**src/hw/rtl/att_pkg.sv**
```systemverilog
package att_pkg;

   localparam int MODE_W   = 2;
   localparam int TIME_W   = 32;
   localparam int HANDLE_W = 4;
   localparam int STATUS_W = 3;
   localparam int SLOT_W   = 4;

   localparam int MAX_FIRES  = 16;
   localparam int FIRE_CNT_W = $clog2(MAX_FIRES + 1);

   localparam logic [MODE_W-1:0] MODE_REGISTER   = 2'd0;
   localparam logic [MODE_W-1:0] MODE_UNREGISTER = 2'd1;
   localparam logic [MODE_W-1:0] MODE_TICK       = 2'd2;

   localparam logic [STATUS_W-1:0] ST_REGISTERED = 3'd0;
   localparam logic [STATUS_W-1:0] ST_FULL       = 3'd1;
   localparam logic [STATUS_W-1:0] ST_ZERO       = 3'd2;
   localparam logic [STATUS_W-1:0] ST_REMOVED    = 3'd3;
   localparam logic [STATUS_W-1:0] ST_NO_ALARM   = 3'd4;
   localparam logic [STATUS_W-1:0] ST_FIRED      = 3'd5;

   typedef enum logic [2:0] {
      KIND_REG_OK,
      KIND_FULL,
      KIND_ZERO,
      KIND_REMOVED,
      KIND_NO_ALARM,
      KIND_FIRE,
      KIND_SUMMARY
   } kind_type;

   typedef struct packed {
      logic     latch;
      logic     scan_clr;
      logic     scan_inc;
      logic     rd_best;
      logic     mask_done;
      logic     tick_clr;
      logic     reg_write;
      logic     unreg_clear;
      logic     fire_commit;
      logic     emit;
      kind_type kind;
   } cmd_type;

   typedef struct packed {
      logic [MODE_W-1:0] mode;
      logic              period_zero;
      logic              handle_ok;
      logic              cur_free;
      logic              scan_last;
      logic              fire_ok;
      logic              out_free;
   } stat_type;

endpackage

```
**src/hw/rtl/att_req_if.sv**
```systemverilog
interface att_req_if;
   logic                           valid;
   logic                           ready;
   logic [att_pkg::MODE_W-1:0]     mode;
   logic [att_pkg::TIME_W-1:0]     now;
   logic [att_pkg::TIME_W-1:0]     period;
   logic                           repeat_req;
   logic [att_pkg::HANDLE_W-1:0]   handle;

   modport source (output valid, mode, now, period, repeat_req, handle, input ready);
   modport sink (input valid, mode, now, period, repeat_req, handle, output ready);
endinterface

```
**src/hw/rtl/att_rsp_if.sv**
```systemverilog
interface att_rsp_if;
   logic                           valid;
   logic                           ready;
   logic [att_pkg::STATUS_W-1:0]   status;
   logic [att_pkg::SLOT_W-1:0]     slot;
   logic                           fired;
   logic [att_pkg::TIME_W-1:0]     next_delay;
   logic                           last;

   modport source (output valid, status, slot, fired, next_delay, last, input ready);
   modport sink (input valid, status, slot, fired, next_delay, last, output ready);
endinterface

```
**src/hw/rtl/alarm_timer_table.sv**
```systemverilog
// channel   modport  fields
// req_if    sink     mode, now, period, repeat_req, handle
// rsp_if    source   status, slot, fired, next_delay, last
//
// One transaction at a time. Register: a zero period is answered without a scan, else after a
// free-slot scan. Unregister: no scan. Tick with F fires: the due-time memory is scanned one
// slot per cycle, once per fire, once more, then once for the next delay.
// Synchronous reset clears the valid bits and control; no clearing pass.
// A result waits in the output register while rsp_if.ready is low; the block
// holds before writing the next result until that register is taken.
module alarm_timer_table #(
   parameter int NUM_SLOTS = 16
) (
   input  logic     clock,
   input  logic     reset,
   att_req_if.sink  req_if,
   att_rsp_if.source rsp_if
);

   att_pkg::cmd_type  cmd;
   att_pkg::stat_type stat;

   att_ctrl u_ctrl (
      .clock     (clock),
      .reset     (reset),
      .req_valid (req_if.valid),
      .req_ready (req_if.ready),
      .stat      (stat),
      .cmd       (cmd)
   );

   att_datapath #(
      .NUM_SLOTS (NUM_SLOTS)
   ) u_datapath (
      .clock          (clock),
      .reset          (reset),
      .cmd            (cmd),
      .stat           (stat),
      .req_mode       (req_if.mode),
      .req_now        (req_if.now),
      .req_period     (req_if.period),
      .req_repeat_req (req_if.repeat_req),
      .req_handle     (req_if.handle),
      .rsp_valid      (rsp_if.valid),
      .rsp_ready      (rsp_if.ready),
      .rsp_status     (rsp_if.status),
      .rsp_slot       (rsp_if.slot),
      .rsp_fired      (rsp_if.fired),
      .rsp_next_delay (rsp_if.next_delay),
      .rsp_last       (rsp_if.last)
   );

   a_emit_free: assert property (@(posedge clock) disable iff (reset)
      cmd.emit |-> stat.out_free)
      else $error("result written over a pending result");

   a_one_at_a_time: assert property (@(posedge clock) disable iff (reset)
      (req_if.valid && req_if.ready) |=> !req_if.ready)
      else $error("new transaction taken while busy");

   a_fire_not_last: assert property (@(posedge clock) disable iff (reset)
      (rsp_if.valid && rsp_if.fired) |-> (!rsp_if.last && rsp_if.status == att_pkg::ST_FIRED))
      else $error("fired result with bad status or last mark");

   a_fire_in_tick: assert property (@(posedge clock) disable iff (reset)
      cmd.fire_commit |-> (stat.mode == att_pkg::MODE_TICK))
      else $error("fire outside a tick");

endmodule

```
**src/hw/rtl/att_ctrl.sv**
```systemverilog
module att_ctrl (
   input  logic               clock,
   input  logic               reset,
   input  logic               req_valid,
   output logic               req_ready,
   input  att_pkg::stat_type  stat,
   output att_pkg::cmd_type   cmd
);

   typedef enum logic [3:0] {
      S_IDLE,
      S_DECODE,
      S_REG_SCAN,
      S_TICK_SCAN,
      S_TICK_WAIT,
      S_TICK_DECIDE,
      S_TICK_FIRE,
      S_SUM_SCAN,
      S_SUM_WAIT,
      S_SUM_EMIT
   } state_type;

   state_type state_ff, state_in;

   assign req_ready = (state_ff == S_IDLE);

   always_comb begin
      state_in = state_ff;
      cmd      = '0;
      cmd.kind = att_pkg::KIND_REG_OK;
      unique case (state_ff)
         S_IDLE: begin
            if (req_valid) begin
               cmd.latch = 1'b1;
               state_in  = S_DECODE;
            end
         end
         S_DECODE: begin
            unique case (stat.mode)
               att_pkg::MODE_REGISTER: begin
                  if (stat.period_zero) begin
                     if (stat.out_free) begin
                        cmd.emit = 1'b1;
                        cmd.kind = att_pkg::KIND_ZERO;
                        state_in = S_IDLE;
                     end
                  end else begin
                     cmd.scan_clr = 1'b1;
                     state_in     = S_REG_SCAN;
                  end
               end
               att_pkg::MODE_UNREGISTER: begin
                  if (stat.out_free) begin
                     cmd.emit = 1'b1;
                     if (stat.handle_ok) begin
                        cmd.unreg_clear = 1'b1;
                        cmd.kind        = att_pkg::KIND_REMOVED;
                     end else begin
                        cmd.kind = att_pkg::KIND_NO_ALARM;
                     end
                     state_in = S_IDLE;
                  end
               end
               att_pkg::MODE_TICK: begin
                  cmd.scan_clr = 1'b1;
                  cmd.tick_clr = 1'b1;
                  state_in     = S_TICK_SCAN;
               end
               default: state_in = S_IDLE;
            endcase
         end
         S_REG_SCAN: begin
            if (stat.cur_free) begin
               if (stat.out_free) begin
                  cmd.emit      = 1'b1;
                  cmd.reg_write = 1'b1;
                  cmd.kind      = att_pkg::KIND_REG_OK;
                  state_in      = S_IDLE;
               end
            end else if (stat.scan_last) begin
               if (stat.out_free) begin
                  cmd.emit = 1'b1;
                  cmd.kind = att_pkg::KIND_FULL;
                  state_in = S_IDLE;
               end
            end else begin
               cmd.scan_inc = 1'b1;
            end
         end
         S_TICK_SCAN: begin
            cmd.scan_inc  = 1'b1;
            cmd.mask_done = 1'b1;
            if (stat.scan_last) state_in = S_TICK_WAIT;
         end
         S_TICK_WAIT: begin
            cmd.mask_done = 1'b1;
            state_in      = S_TICK_DECIDE;
         end
         S_TICK_DECIDE: begin
            if (stat.fire_ok) begin
               cmd.rd_best = 1'b1;
               state_in    = S_TICK_FIRE;
            end else begin
               cmd.scan_clr = 1'b1;
               state_in     = S_SUM_SCAN;
            end
         end
         S_TICK_FIRE: begin
            if (stat.out_free) begin
               cmd.emit        = 1'b1;
               cmd.kind        = att_pkg::KIND_FIRE;
               cmd.fire_commit = 1'b1;
               cmd.scan_clr    = 1'b1;
               state_in        = S_TICK_SCAN;
            end
         end
         S_SUM_SCAN: begin
            cmd.scan_inc = 1'b1;
            if (stat.scan_last) state_in = S_SUM_WAIT;
         end
         S_SUM_WAIT: begin
            state_in = S_SUM_EMIT;
         end
         S_SUM_EMIT: begin
            if (stat.out_free) begin
               cmd.emit = 1'b1;
               cmd.kind = att_pkg::KIND_SUMMARY;
               state_in = S_IDLE;
            end
         end
         default: state_in = S_IDLE;
      endcase
   end

   always_ff @(posedge clock) begin
      if (reset) begin
         state_ff <= S_IDLE;
      end else begin
         state_ff <= state_in;
      end
   end

endmodule

```
**src/hw/rtl/att_datapath.sv**
```systemverilog
module att_datapath #(
   parameter int NUM_SLOTS = 16
) (
   input  logic                            clock,
   input  logic                            reset,
   input  att_pkg::cmd_type                cmd,
   output att_pkg::stat_type               stat,
   input  logic [att_pkg::MODE_W-1:0]      req_mode,
   input  logic [att_pkg::TIME_W-1:0]      req_now,
   input  logic [att_pkg::TIME_W-1:0]      req_period,
   input  logic                            req_repeat_req,
   input  logic [att_pkg::HANDLE_W-1:0]    req_handle,
   output logic                            rsp_valid,
   input  logic                            rsp_ready,
   output logic [att_pkg::STATUS_W-1:0]    rsp_status,
   output logic [att_pkg::SLOT_W-1:0]      rsp_slot,
   output logic                            rsp_fired,
   output logic [att_pkg::TIME_W-1:0]      rsp_next_delay,
   output logic                            rsp_last
);

   localparam int IDX_W = $clog2(NUM_SLOTS);
   localparam int TW    = att_pkg::TIME_W;

   function automatic logic [TW-1:0] sat_add(input logic [TW-1:0] a, input logic [TW-1:0] b);
      logic [TW:0] s;
      s = {1'b0, a} + {1'b0, b};
      return s[TW] ? {TW{1'b1}} : s[TW-1:0];
   endfunction

   // latched transaction
   logic [att_pkg::MODE_W-1:0]   mode_ff;
   logic [TW-1:0]                now_ff;
   logic [TW-1:0]                period_ff;
   logic                         repeat_ff;
   logic [att_pkg::HANDLE_W-1:0] handle_ff;

   always_ff @(posedge clock) begin
      if (cmd.latch) begin
         mode_ff   <= req_mode;
         now_ff    <= req_now;
         period_ff <= req_period;
         repeat_ff <= req_repeat_req;
         handle_ff <= req_handle;
      end
   end

   // slot storage
   logic [NUM_SLOTS-1:0] valid_ff, valid_in;
   logic [NUM_SLOTS-1:0] done_ff, done_in;
   logic                 rep_mem [NUM_SLOTS];
   logic [TW-1:0]        per_mem [NUM_SLOTS];
   logic [TW-1:0]        due_mem [NUM_SLOTS];
   logic                 rd_rep_ff;
   logic [TW-1:0]        rd_per_ff;
   logic [TW-1:0]        rd_due_ff;

   logic [IDX_W-1:0] scan_idx_ff, scan_idx_in;
   logic [IDX_W-1:0] cmp_idx_ff;
   logic             cmp_vld_ff;
   logic             best_found_ff, best_found_in;
   logic [IDX_W-1:0] best_idx_ff, best_idx_in;
   logic [TW-1:0]    best_due_ff, best_due_in;
   logic [att_pkg::FIRE_CNT_W-1:0] fire_cnt_ff, fire_cnt_in;

   logic [IDX_W-1:0] handle_idx;
   logic [IDX_W-1:0] rd_addr;
   logic             rd_en;
   logic             due_we;
   logic [IDX_W-1:0] due_waddr;
   logic [TW-1:0]    due_wdata;
   logic             scan_last;
   logic             eligible;
   logic             handle_ok;
   logic [TW-1:0]    delay;
   logic             out_free;

   assign handle_idx = IDX_W'(handle_ff);
   assign handle_ok  = (32'(handle_ff) < 32'(NUM_SLOTS)) && valid_ff[handle_idx];
   assign scan_last  = (scan_idx_ff == IDX_W'(NUM_SLOTS - 1));
   assign rd_en      = cmd.scan_inc | cmd.rd_best;
   assign rd_addr    = cmd.rd_best ? best_idx_ff : scan_idx_ff;

   assign due_we    = cmd.reg_write | (cmd.fire_commit & rd_rep_ff);
   assign due_waddr = cmd.reg_write ? scan_idx_ff : best_idx_ff;
   assign due_wdata = cmd.reg_write ? sat_add(now_ff, period_ff) : sat_add(now_ff, rd_per_ff);

   always_ff @(posedge clock) begin
      if (cmd.reg_write) begin
         rep_mem[scan_idx_ff] <= repeat_ff;
         per_mem[scan_idx_ff] <= period_ff;
      end
      if (due_we) begin
         due_mem[due_waddr] <= due_wdata;
      end
      if (rd_en) begin
         rd_rep_ff <= rep_mem[rd_addr];
         rd_per_ff <= per_mem[rd_addr];
         rd_due_ff <= due_mem[rd_addr];
      end
      cmp_idx_ff <= scan_idx_ff;
   end

   assign eligible = cmp_vld_ff && valid_ff[cmp_idx_ff] &&
                     !(cmd.mask_done && done_ff[cmp_idx_ff]);

   always_comb begin
      valid_in = valid_ff;
      if (cmd.reg_write) valid_in[scan_idx_ff] = 1'b1;
      if (cmd.unreg_clear) valid_in[handle_idx] = 1'b0;
      if (cmd.fire_commit && !rd_rep_ff) valid_in[best_idx_ff] = 1'b0;

      done_in = done_ff;
      if (cmd.tick_clr) done_in = '0;
      if (cmd.fire_commit) done_in[best_idx_ff] = 1'b1;

      fire_cnt_in = fire_cnt_ff;
      if (cmd.tick_clr) fire_cnt_in = '0;
      else if (cmd.fire_commit) fire_cnt_in = fire_cnt_ff + 1'b1;

      scan_idx_in = scan_idx_ff;
      if (cmd.scan_clr) scan_idx_in = '0;
      else if (cmd.scan_inc && !scan_last) scan_idx_in = scan_idx_ff + 1'b1;

      best_found_in = best_found_ff;
      best_idx_in   = best_idx_ff;
      best_due_in   = best_due_ff;
      if (cmd.scan_clr) begin
         best_found_in = 1'b0;
      end else if (eligible && (!best_found_ff || rd_due_ff < best_due_ff)) begin
         best_found_in = 1'b1;
         best_idx_in   = cmp_idx_ff;
         best_due_in   = rd_due_ff;
      end
   end

   always_ff @(posedge clock) begin
      if (reset) begin
         valid_ff      <= '0;
         done_ff       <= '0;
         fire_cnt_ff   <= '0;
         scan_idx_ff   <= '0;
         cmp_vld_ff    <= 1'b0;
         best_found_ff <= 1'b0;
      end else begin
         valid_ff      <= valid_in;
         done_ff       <= done_in;
         fire_cnt_ff   <= fire_cnt_in;
         scan_idx_ff   <= scan_idx_in;
         cmp_vld_ff    <= cmd.scan_inc;
         best_found_ff <= best_found_in;
      end
      best_idx_ff <= best_idx_in;
      best_due_ff <= best_due_in;
   end

   always_comb begin
      if (!best_found_ff) delay = '0;
      else if (best_due_ff > now_ff) delay = best_due_ff - now_ff;
      else delay = TW'(1);
   end

   // result register
   logic                          rsp_valid_ff, rsp_valid_in;
   logic [att_pkg::STATUS_W-1:0]  status_ff, status_in;
   logic [att_pkg::SLOT_W-1:0]    slot_ff, slot_in;
   logic                          fired_ff, fired_in;
   logic [TW-1:0]                 delay_ff, delay_in;
   logic                          last_ff, last_in;

   assign out_free = !rsp_valid_ff || rsp_ready;

   always_comb begin
      status_in = status_ff;
      slot_in   = slot_ff;
      fired_in  = fired_ff;
      delay_in  = delay_ff;
      last_in   = last_ff;
      if (cmd.emit) begin
         slot_in  = '0;
         fired_in = 1'b0;
         delay_in = '0;
         last_in  = 1'b1;
         case (cmd.kind)
            att_pkg::KIND_REG_OK: begin
               status_in = att_pkg::ST_REGISTERED;
               slot_in   = att_pkg::SLOT_W'(scan_idx_ff);
            end
            att_pkg::KIND_FULL: status_in = att_pkg::ST_FULL;
            att_pkg::KIND_ZERO: status_in = att_pkg::ST_ZERO;
            att_pkg::KIND_REMOVED: begin
               status_in = att_pkg::ST_REMOVED;
               slot_in   = handle_ff;
            end
            att_pkg::KIND_NO_ALARM: begin
               status_in = att_pkg::ST_NO_ALARM;
               slot_in   = handle_ff;
            end
            att_pkg::KIND_FIRE: begin
               status_in = att_pkg::ST_FIRED;
               slot_in   = att_pkg::SLOT_W'(best_idx_ff);
               fired_in  = 1'b1;
               last_in   = 1'b0;
            end
            att_pkg::KIND_SUMMARY: begin
               status_in = att_pkg::ST_FIRED;
               delay_in  = delay;
            end
            default: status_in = att_pkg::ST_NO_ALARM;
         endcase
      end
      rsp_valid_in = cmd.emit | (rsp_valid_ff & !rsp_ready);
   end

   always_ff @(posedge clock) begin
      if (reset) begin
         rsp_valid_ff <= 1'b0;
      end else begin
         rsp_valid_ff <= rsp_valid_in;
      end
      status_ff <= status_in;
      slot_ff   <= slot_in;
      fired_ff  <= fired_in;
      delay_ff  <= delay_in;
      last_ff   <= last_in;
   end

   assign rsp_valid      = rsp_valid_ff;
   assign rsp_status     = status_ff;
   assign rsp_slot       = slot_ff;
   assign rsp_fired      = fired_ff;
   assign rsp_next_delay = delay_ff;
   assign rsp_last       = last_ff;

   assign stat.mode        = mode_ff;
   assign stat.period_zero = (period_ff == '0);
   assign stat.handle_ok   = handle_ok;
   assign stat.cur_free    = !valid_ff[scan_idx_ff];
   assign stat.scan_last   = scan_last;
   assign stat.fire_ok     = best_found_ff && (best_due_ff <= now_ff) &&
                             (fire_cnt_ff < att_pkg::FIRE_CNT_W'(att_pkg::MAX_FIRES));
   assign stat.out_free    = out_free;

endmodule
```
**src/flat_wrapper.sv**
```systemverilog
// flat-port wrapper written by rule: the top's interface ports become plain ports
module alarm_timer_table_flat 
#(
   parameter int NUM_SLOTS = 16
)
  (clock, reset, req_if_valid, req_if_mode, req_if_now, req_if_period, req_if_repeat_req, req_if_handle, req_if_ready, rsp_if_valid, rsp_if_status, rsp_if_slot, rsp_if_fired, rsp_if_next_delay, rsp_if_last, rsp_if_ready);
  att_req_if req_if_i ();
  att_rsp_if rsp_if_i ();
  input  logic clock;
  input  logic reset;
  input wire logic [$bits(req_if_i.valid)-1:0] req_if_valid;
  input wire logic [$bits(req_if_i.mode)-1:0] req_if_mode;
  input wire logic [$bits(req_if_i.now)-1:0] req_if_now;
  input wire logic [$bits(req_if_i.period)-1:0] req_if_period;
  input wire logic [$bits(req_if_i.repeat_req)-1:0] req_if_repeat_req;
  input wire logic [$bits(req_if_i.handle)-1:0] req_if_handle;
  output wire logic [$bits(req_if_i.ready)-1:0] req_if_ready;
  output wire logic [$bits(rsp_if_i.valid)-1:0] rsp_if_valid;
  output wire logic [$bits(rsp_if_i.status)-1:0] rsp_if_status;
  output wire logic [$bits(rsp_if_i.slot)-1:0] rsp_if_slot;
  output wire logic [$bits(rsp_if_i.fired)-1:0] rsp_if_fired;
  output wire logic [$bits(rsp_if_i.next_delay)-1:0] rsp_if_next_delay;
  output wire logic [$bits(rsp_if_i.last)-1:0] rsp_if_last;
  input wire logic [$bits(rsp_if_i.ready)-1:0] rsp_if_ready;
  assign req_if_i.valid = req_if_valid;
  assign req_if_i.mode = req_if_mode;
  assign req_if_i.now = req_if_now;
  assign req_if_i.period = req_if_period;
  assign req_if_i.repeat_req = req_if_repeat_req;
  assign req_if_i.handle = req_if_handle;
  assign req_if_ready = req_if_i.ready;
  assign rsp_if_valid = rsp_if_i.valid;
  assign rsp_if_status = rsp_if_i.status;
  assign rsp_if_slot = rsp_if_i.slot;
  assign rsp_if_fired = rsp_if_i.fired;
  assign rsp_if_next_delay = rsp_if_i.next_delay;
  assign rsp_if_last = rsp_if_i.last;
  assign rsp_if_i.ready = rsp_if_ready;
  alarm_timer_table #(.NUM_SLOTS(NUM_SLOTS)) u_core (.clock(clock), .reset(reset), .req_if(req_if_i), .rsp_if(rsp_if_i));
endmodule
```
**config.mk**
```make
export PLATFORM = sky130hd
export DESIGN_NAME = alarm_timer_table_flat
export DESIGN_NICKNAME = d
export VERILOG_FILES = /design/src/hw/rtl/att_pkg.sv /design/src/hw/rtl/att_req_if.sv /design/src/hw/rtl/att_rsp_if.sv /design/src/hw/rtl/alarm_timer_table.sv /design/src/hw/rtl/att_ctrl.sv /design/src/hw/rtl/att_datapath.sv /design/src/flat_wrapper.sv
export SDC_FILE = /design/constraint.sdc
export NUM_CORES = 2
export LEC_CHECK = 0
export ABC_AREA = 1
export BUFFER_PORTS_ARGS = -buffer_cell sky130_fd_sc_hd__buf_4
export CAP_MARGIN = 25
export CORE_MARGIN = 3
export CORE_UTILIZATION = 50
export CTS_CLUSTER_SIZE = 8
export DETAILED_ROUTE_END_ITERATION = 8
export GPL_TIMING_DRIVEN = 0
export PLACE_DENSITY = 0.66
export SETUP_SLACK_MARGIN = 0.2
export SLEW_MARGIN = 20
export SYNTH_ARGS = -nofsm -noshare
export SYNTH_HDL_FRONTEND = slang
export SYNTH_SLANG_ARGS = --single-unit
export TNS_END_PERCENT = 20
```
**constraint.sdc**
```tcl
create_clock -name clock -period 15.6 [get_ports clock]
set_clock_uncertainty 0.1 [all_clocks]
set_input_delay 0.78 -clock clock [delete_from_list [all_inputs] [get_ports clock]]
set_output_delay 0.78 -clock clock [all_outputs]
set_load 0.02 [all_outputs]
```
Word level (Yosys, flattened, before mapping)
Memories as Yosys holds them, arrays and structs flattened. A register that Yosys moved wholly into a read port is not among the register bits.
Index checks and enable logic that the tools add are counted.
{ "classes": {"addsub": 5, "multipliers": 0, "n_div": 0, "magnitude_cmp": 11, "n_eq_ne": 23, "shifts": 0, "n_mux": 78, "bitwise_logic": 12, "reduce_logical": 33} }
{ "op_table": {"columns": ["cell", "n"], "rows": [
  ["$mux 32", 3],
  ["$mux 16", 5],
  ["$mux 4", 18],
  ["$add 32x32->33", 2],
  ["$pmux 4 s10", 1],
  ["$mux 1", 34],
  ["$and 16x16->16", 2],
  ["$gt 32x32->1", 1],
  ["$le 32x32->1", 1],
  ["$logic_not 32->1", 1],
  ["$lt 32x32->1", 1],
  ["$not 16->16", 2],
  ["$or 16x16->16", 2],
  ["$sub 32x32->32", 1],
  ["$pmux 4 s3", 2],
  ["$lt 4x5->1 const B", 4],
  ["$bmux 1 s4", 4],
  ["$eq 4x3->1 const B", 4],
  ["$pmux 4 s4", 1],
  ["$pmux 3 s5", 1],
  ["$demux 1 s4", 3],
  ["$eq 4x4->1 const B", 3],
  ["$ge 4x1->1 const B", 3],
  ["$reduce_or 2->1", 6],
  ["29 further kinds", 57]
]} }
{ "totals": {"register_bits": 200, "latch_bits": 0, "mem_bits_rw": 1040, "rom_bits": 0, "inputBits": 75, "output_inout_bits": 43, "wordCells": 187, "memories": 3} }
{ "mem_list": {"columns": ["name", "depth", "width", "rd", "rd_clocked_by_memory_dff", "write_ports", "line_no", "rtl"], "rows": [
  ["u_core.u_datapath.due_mem", 16, 32, 1, 1, 1, "att_datapath.sv:53", "logic [TW-1:0] due_mem [NUM_SLOTS];"],
  ["u_core.u_datapath.per_mem", 16, 32, 1, 1, 1, "att_datapath.sv:52", "logic [TW-1:0] per_mem [NUM_SLOTS];"],
  ["u_core.u_datapath.rep_mem", 16, 1, 1, 1, 1, "att_datapath.sv:51", "logic rep_mem [NUM_SLOTS];"]
]} }

Longest topological paths before layout
{ "logic_depth": {"depth_word": 10, "depth_mapped": 25, "depth_no_buf": 21} }

Modules after synthesis
From an unflattened synthesis, not the netlist that was laid out.
{ "unflattened": {"cells_unflattened": 5863, "hier_area_um2": 60874.6} }
{ "by_module_without_submodules": {"columns": ["mod", "instances", "cells_per_inst", "area_each_um2", "seq_area_each_um2"], "rows": [
  ["att_datapath", 1, 5762, 60336.6, 38587.0],
  ["att_ctrl", 1, 101, 538.0, 80.1]
]} }

Worst setup path after synthesis
No wires, ideal clock.
{ "synth_timing": {"path_kind": "input -> register", "startpoint": "input port req_if_valid", "endpoint": "register u_core.u_datapath.handle_ff[0] in the netlist's numbering, enable pin", "setup_time_ns": 0.588, "t_arrival_ns": 5.649, "required_time_ns": 14.912, "slack_ns": 9.264, "path_stages": 2, "path_buffers": 0, "path_cell_list": "inv_1 > nor3_1"} }
{ "synth_lines": {"columns": ["item", "line_no", "rtl"], "rows": [
  ["from (decl)", "flat_wrapper.sv:11", "input wire logic [$bits(req_if_i.valid)-1:0] req_if_valid;"],
  ["to (signal assigned)", "att_datapath.sv:44", "handle_ff <= req_handle;"],
  ["to (decl)", "att_datapath.sv:36", "logic [att_pkg::HANDLE_W-1:0] handle_ff;"]
]} }

Final worst setup path
{ "layout_timing": {"startpoint": "register u_core.u_datapath.now_ff[16]", "endpoint": "register u_core.u_datapath.rd_due_ff[15], read port of u_core.u_datapath.due_mem, data pin"} }
{ "layout_via": {"elab_chain_cells": 6, "elab_cells_between_ends": 7, "cone_classes": "order compare: 1; mux: 3; bitwise: 1; reduce/logical: 2"} }
{ "layout_rtl": {"columns": ["item", "line_no", "rtl"], "rows": [
  ["from (decl)", "att_datapath.sv:33", "logic [TW-1:0] now_ff;"],
  ["from (signal assigned)", "att_datapath.sv:41", "now_ff <= req_now;"],
  ["$le 32x32->1 *", "att_datapath.sv:240", "assign stat.fire_ok = best_found_ff && (best_due_ff <= now_ff) &&"],
  ["$logic_and 1x1->1 * (2 in series)", "att_datapath.sv:240", null],
  ["$mux 1 *", "att_ctrl.sv:100", "if (stat.fire_ok) begin"],
  ["$mux 1 *", "att_ctrl.sv:31", "unique case (state_ff)"],
  ["$mux 4 / $or 1x1->1 (equally long branches)", "att_datapath.sv:82, att_datapath.sv:81", null],
  ["to (decl)", "att_datapath.sv:56", "logic [TW-1:0] rd_due_ff;"]
]} }
Mark *: on every way between the ends. The rest lies on a longest branch, timed or not.
A chain may end at the register's enable or synchronous reset.

==> results.cfg <==
[timing]
finalWorstPathRequiredPeriod_ns = 5.98
timing.final.setup_violations = 0
hold_violations = 0
setup_repair_after_global_routing_missed_its_margin = false
whs_ns = 0.0471
finalCritPeriodShare_pct = 38.4
setup_tns_ns = 0
timing_max_transition_violations_final = 0
relSlewSlack_pct = 22.9
max_clock_freq_ghz = 0.167
max_slew.worst_pin.slew_ns = 1.14

[synth]
synth_edf_count = 1253
synth_area_sq_um = 62000
postSynthRegisterBits = 1305
synth.yosys.seq_area_share_pct = 62.4
synth_fp_nets = 6372
synthesis.area_per_instance_sq_um = 10.1
synth_cell_type_count = 52
yosys_warnings = 0
postSynth.topFlopCell = sky130_fd_sc_hd__edfxtp_1
asyncSetResetFlopFracSynth_pct = 0
synth_cells = 6162

[place]
post-place-cells = 7967
detailed_place_hpwl_um = 152000
io_buffers = 116
routability_congestion_estimate_from_global_placement = 0.967

[global_routing]
grt_start_max_net_pins = 57
wire_length_of_the_first_global_routing_pass_um = 301000
globalRoute.totalOverflow = 0
first_global_vias = 44600
antenna_violations_before_repair = 21
gr-usage-all-layers_pct = 32.6

[cts]
tritoncts = yes
cts_post_setup_buffers_inserted = 0
cts-root-to-sink-buffers = 3
worst_setup_hold_path_clk_slew_ns = 0.05
cts_inserted_buffers = 182
clock-sinks = 1305
clock_tree.root_cell = sky130_fd_sc_hd__clkbuf_16
clock_insertion_delay_worst_skew_ns = 0.82
h-tree-depth = 4

[die]
die-area_sq_um = 128000
initial_core_utilization_pct = 50.6
fp-row-count = 128
ios = 118
chipHeight_um = 358
chipWidth_um = 358
fp.coreArea_sq_um = 122000

[setup_path]
worst_r2r_startpoint = u_core.u_datapath.now_ff[16]
critical_path.slowest_cell = sky130_fd_sc_hd__nand4_1
cell_occurring_most_often_along_the_worst_timing_path = sky130_fd_sc_hd__nand2_1
kind_of_start_point_of_the_critical_path = flip-flop
worstPathMaxFanout = 10
max_stage_delay_ns = 0.77
ff2ff_path_depth = 18
worstPathRequired_ns = 15.99
worstPathCellList = inv_1 -> ha_1 -> nand2_1 -> nor2_1 -> nand2_1 -> nor3b_2 -> nand4_1 -> nand2_2 -> nand4_1 -> nand2_1 -> buf_4 -> buf_2 -> buf_2 -> nand2_1 -> nand3_1 -> nand3_1 -> nand3_1 -> nand2_1
worst_ep_arrival_time_ns = 6.37
cp-end-kind = flip-flop
worst_setup_path_category = reg -> reg
timing.critical_path.from = u_core.u_datapath.now_ff[16]

[drt]
num_vias = 47300
detail_route.wirelength_um = 210000
tritonroute_pass_1_iters = 9
antenna_left = 0
post_drt_via_cell_ratio = 5.77
avgRoutedWirePerCell_um = 25.6
number_of_drc_markers_in_iteration_0 = 6656
drc = 0

[power]
p_leak_nw = 29.3
vdd.ir_drop.worst_v = 0.000123
p_per_area_nw_per_um2 = 116

[final_layout]
drive_above_1_share_pct = 9.07
syn2layout_area_growth_pct = 15.4
final_cell_count_no_fill = 8201
postLayoutCoreUtil_pct = 58.4
layout.nets = 6752
fill_cells = 10200

[worst_hold_path]
worstHoldPathCells = 1
worst_hold_startpoint = req_if_now[11]
hold_class = in -> reg

[run]
drv.max_cap_violation_count = 0

[run_status]
status = finished clean
==> synth_stat cells, types with 8 or more instances <==
cell type,count,area [sq um]
sky130_fd_sc_hd__edfxtp_1,1253,37600
sky130_fd_sc_hd__nand2_1,1168,4380
sky130_fd_sc_hd__nand3_1,1127,5640
sky130_fd_sc_hd__inv_1,1110,4170
sky130_fd_sc_hd__nor2_1,251,942
sky130_fd_sc_hd__nand3b_1,202,1520
sky130_fd_sc_hd__a21oi_1,177,886
sky130_fd_sc_hd__ha_1,132,1650
sky130_fd_sc_hd__o21ai_0,127,636
sky130_fd_sc_hd__clkbuf_1,119,447
sky130_fd_sc_hd__buf_2,117,586
sky130_fd_sc_hd__dfxtp_1,52,1040
sky130_fd_sc_hd__nand4_1,30,188
sky130_fd_sc_hd__xnor2_1,28,245
sky130_fd_sc_hd__a31oi_1,25,156
sky130_fd_sc_hd__nor3_1,23,115
sky130_fd_sc_hd__buf_1,18,67.6
sky130_fd_sc_hd__xor2_1,18,158
sky130_fd_sc_hd__buf_6,17,191
sky130_fd_sc_hd__a221oi_1,16,140
sky130_fd_sc_hd__o211ai_1,13,97.6
sky130_fd_sc_hd__o21bai_1,13,97.6
sky130_fd_sc_hd__o31ai_1,13,97.6
sky130_fd_sc_hd__o21a_1,12,90.1
sky130_fd_sc_hd__a21o_1,11,82.6
sky130_fd_sc_hd__buf_4,9,67.6
sky130_fd_sc_hd__nor4_1,9,56.3
sky130_fd_sc_hd__or2_2,8,50.1
==> path summary, 6_finish.rpt <==
check	end	slack, ns
worst min register to register	u_core.u_datapath.cmp_idx_ff[2]	0.25
worst min-delay path	u_core.u_datapath.now_ff[11]	0.05
worst max-delay path	u_core.u_datapath.rd_due_ff[15]	9.62
worst max register to register	u_core.u_datapath.rd_due_ff[15]	9.62
==> power breakdown <==
part	internal, W	total (W)	switching (W)
clock	0.00209	0.00352	0.00143
combinational	0.000197	0.000694	0.000497
sequential	0.00398	0.00408	0.0000964
total	0.00627	0.00830	0.00203
==> sequential cells by signal, indices dropped and copies added (netlist names), 2 cells and up <==
| register | flops |
|---|---|
| u_core.u_datapath.rsp_status | 3 |
| u_core.u_datapath.now_ff | 32 |
| u_core.u_datapath.handle_ff | 4 |
| u_core.u_datapath.best_idx_ff | 4 |
| u_core.u_datapath.mode_ff | 2 |
| u_core.u_datapath.done_ff | 16 |
| u_core.u_datapath.best_due_ff | 32 |
| u_core.u_datapath.period_ff | 32 |
| u_core.u_datapath.cmp_idx_ff | 4 |
| u_core.u_datapath.rd_per_ff | 32 |
| u_core.u_datapath.per_mem | 512 |
| u_core.u_datapath.scan_idx_ff | 4 |
| u_core.u_datapath.valid_ff | 16 |
| u_core.u_datapath.rsp_next_delay | 32 |
| u_core.u_ctrl.state_ff | 4 |
| u_core.u_datapath.due_mem | 512 |
| u_core.u_datapath.rsp_slot | 4 |
| u_core.u_datapath.fire_cnt_ff | 5 |
| u_core.u_datapath.rd_due_ff | 32 |
| u_core.u_datapath.rep_mem | 16 |
==> routing by layer <==
layer,global-route usage (%),wire (um)
met1,44.4,82700
met2,50.6,94000
met3,6.81,23100
met4,14.5,9900
met5,0,54
==> cells by family after synthesis <==
logic type      Yosys count  synth area share (%)
compound gates          443                  4.18
buf+inv                1395                  8.95
fa+ha+maj               135                  2.76
flops                  1305                  62.4
xor+xnor                 46                 0.650
simple gates           2838                  21.0
==> area by class of cell <==
type | instances | area [sq um] | share of cell area, %
inverter | 1115 | 4190 | 5.86
clock buffer | 197 | 4670 | 6.54
sequential | 1305 | 38700 | 54.1
timing repair buffer | 196 | 2160 | 3.02
multi-input combinational | 3462 | 18200 | 25.4
clock inverter | 16 | 225 | 0.315
tap | 1625 | 2030 | 2.84
antenna | 5 | 12.5 | 0.0175
buffer | 280 | 1360 | 1.90
==> metrics by stage <==
step | cell area (sq um) | worst slack [ns] | total power (W)
2_1_floorplan | 62000 | 9.26 | 0.00446
3_3_place_gp | 64900 | 4.66 | 0.00478
3_5_place_dp | 66400 | 9.79 | 0.00481
4_1_cts | 71400 | 9.77 | 0.00830
5_1_grt | 71500 | 9.55 | 0.00851
6_report | 71500 | 9.62 | 0.00830
==> what timing repair did <==
item,in CTS,in global routing
hold buffers,13,0
gates resized for setup,0,0
endpoints found under the hold margin,13,0
==> worst max-delay path, delay by kind of cell, from the launching register on <==
| family | cells | cell delay [ns] |
|---|---|---|
| flops | 1 | 0.63 |
| buf+inv | 4 | 1.56 |
| fa+ha+maj | 1 | 0.41 |
| simple gates | 13 | 2.90 |
==> cells in the final DEF, fill, tap and decap left out, drive strengths merged, types with 131 or more instances in the layout <==
master  count
edfxtp   1253
nand2    1171
nand3    1128
inv      1115
buf       344
clkbuf    316
nor2      251
nand3b    202
a21oi     177
ha        132
o21ai     131
(Power assumes the default switching activity.)
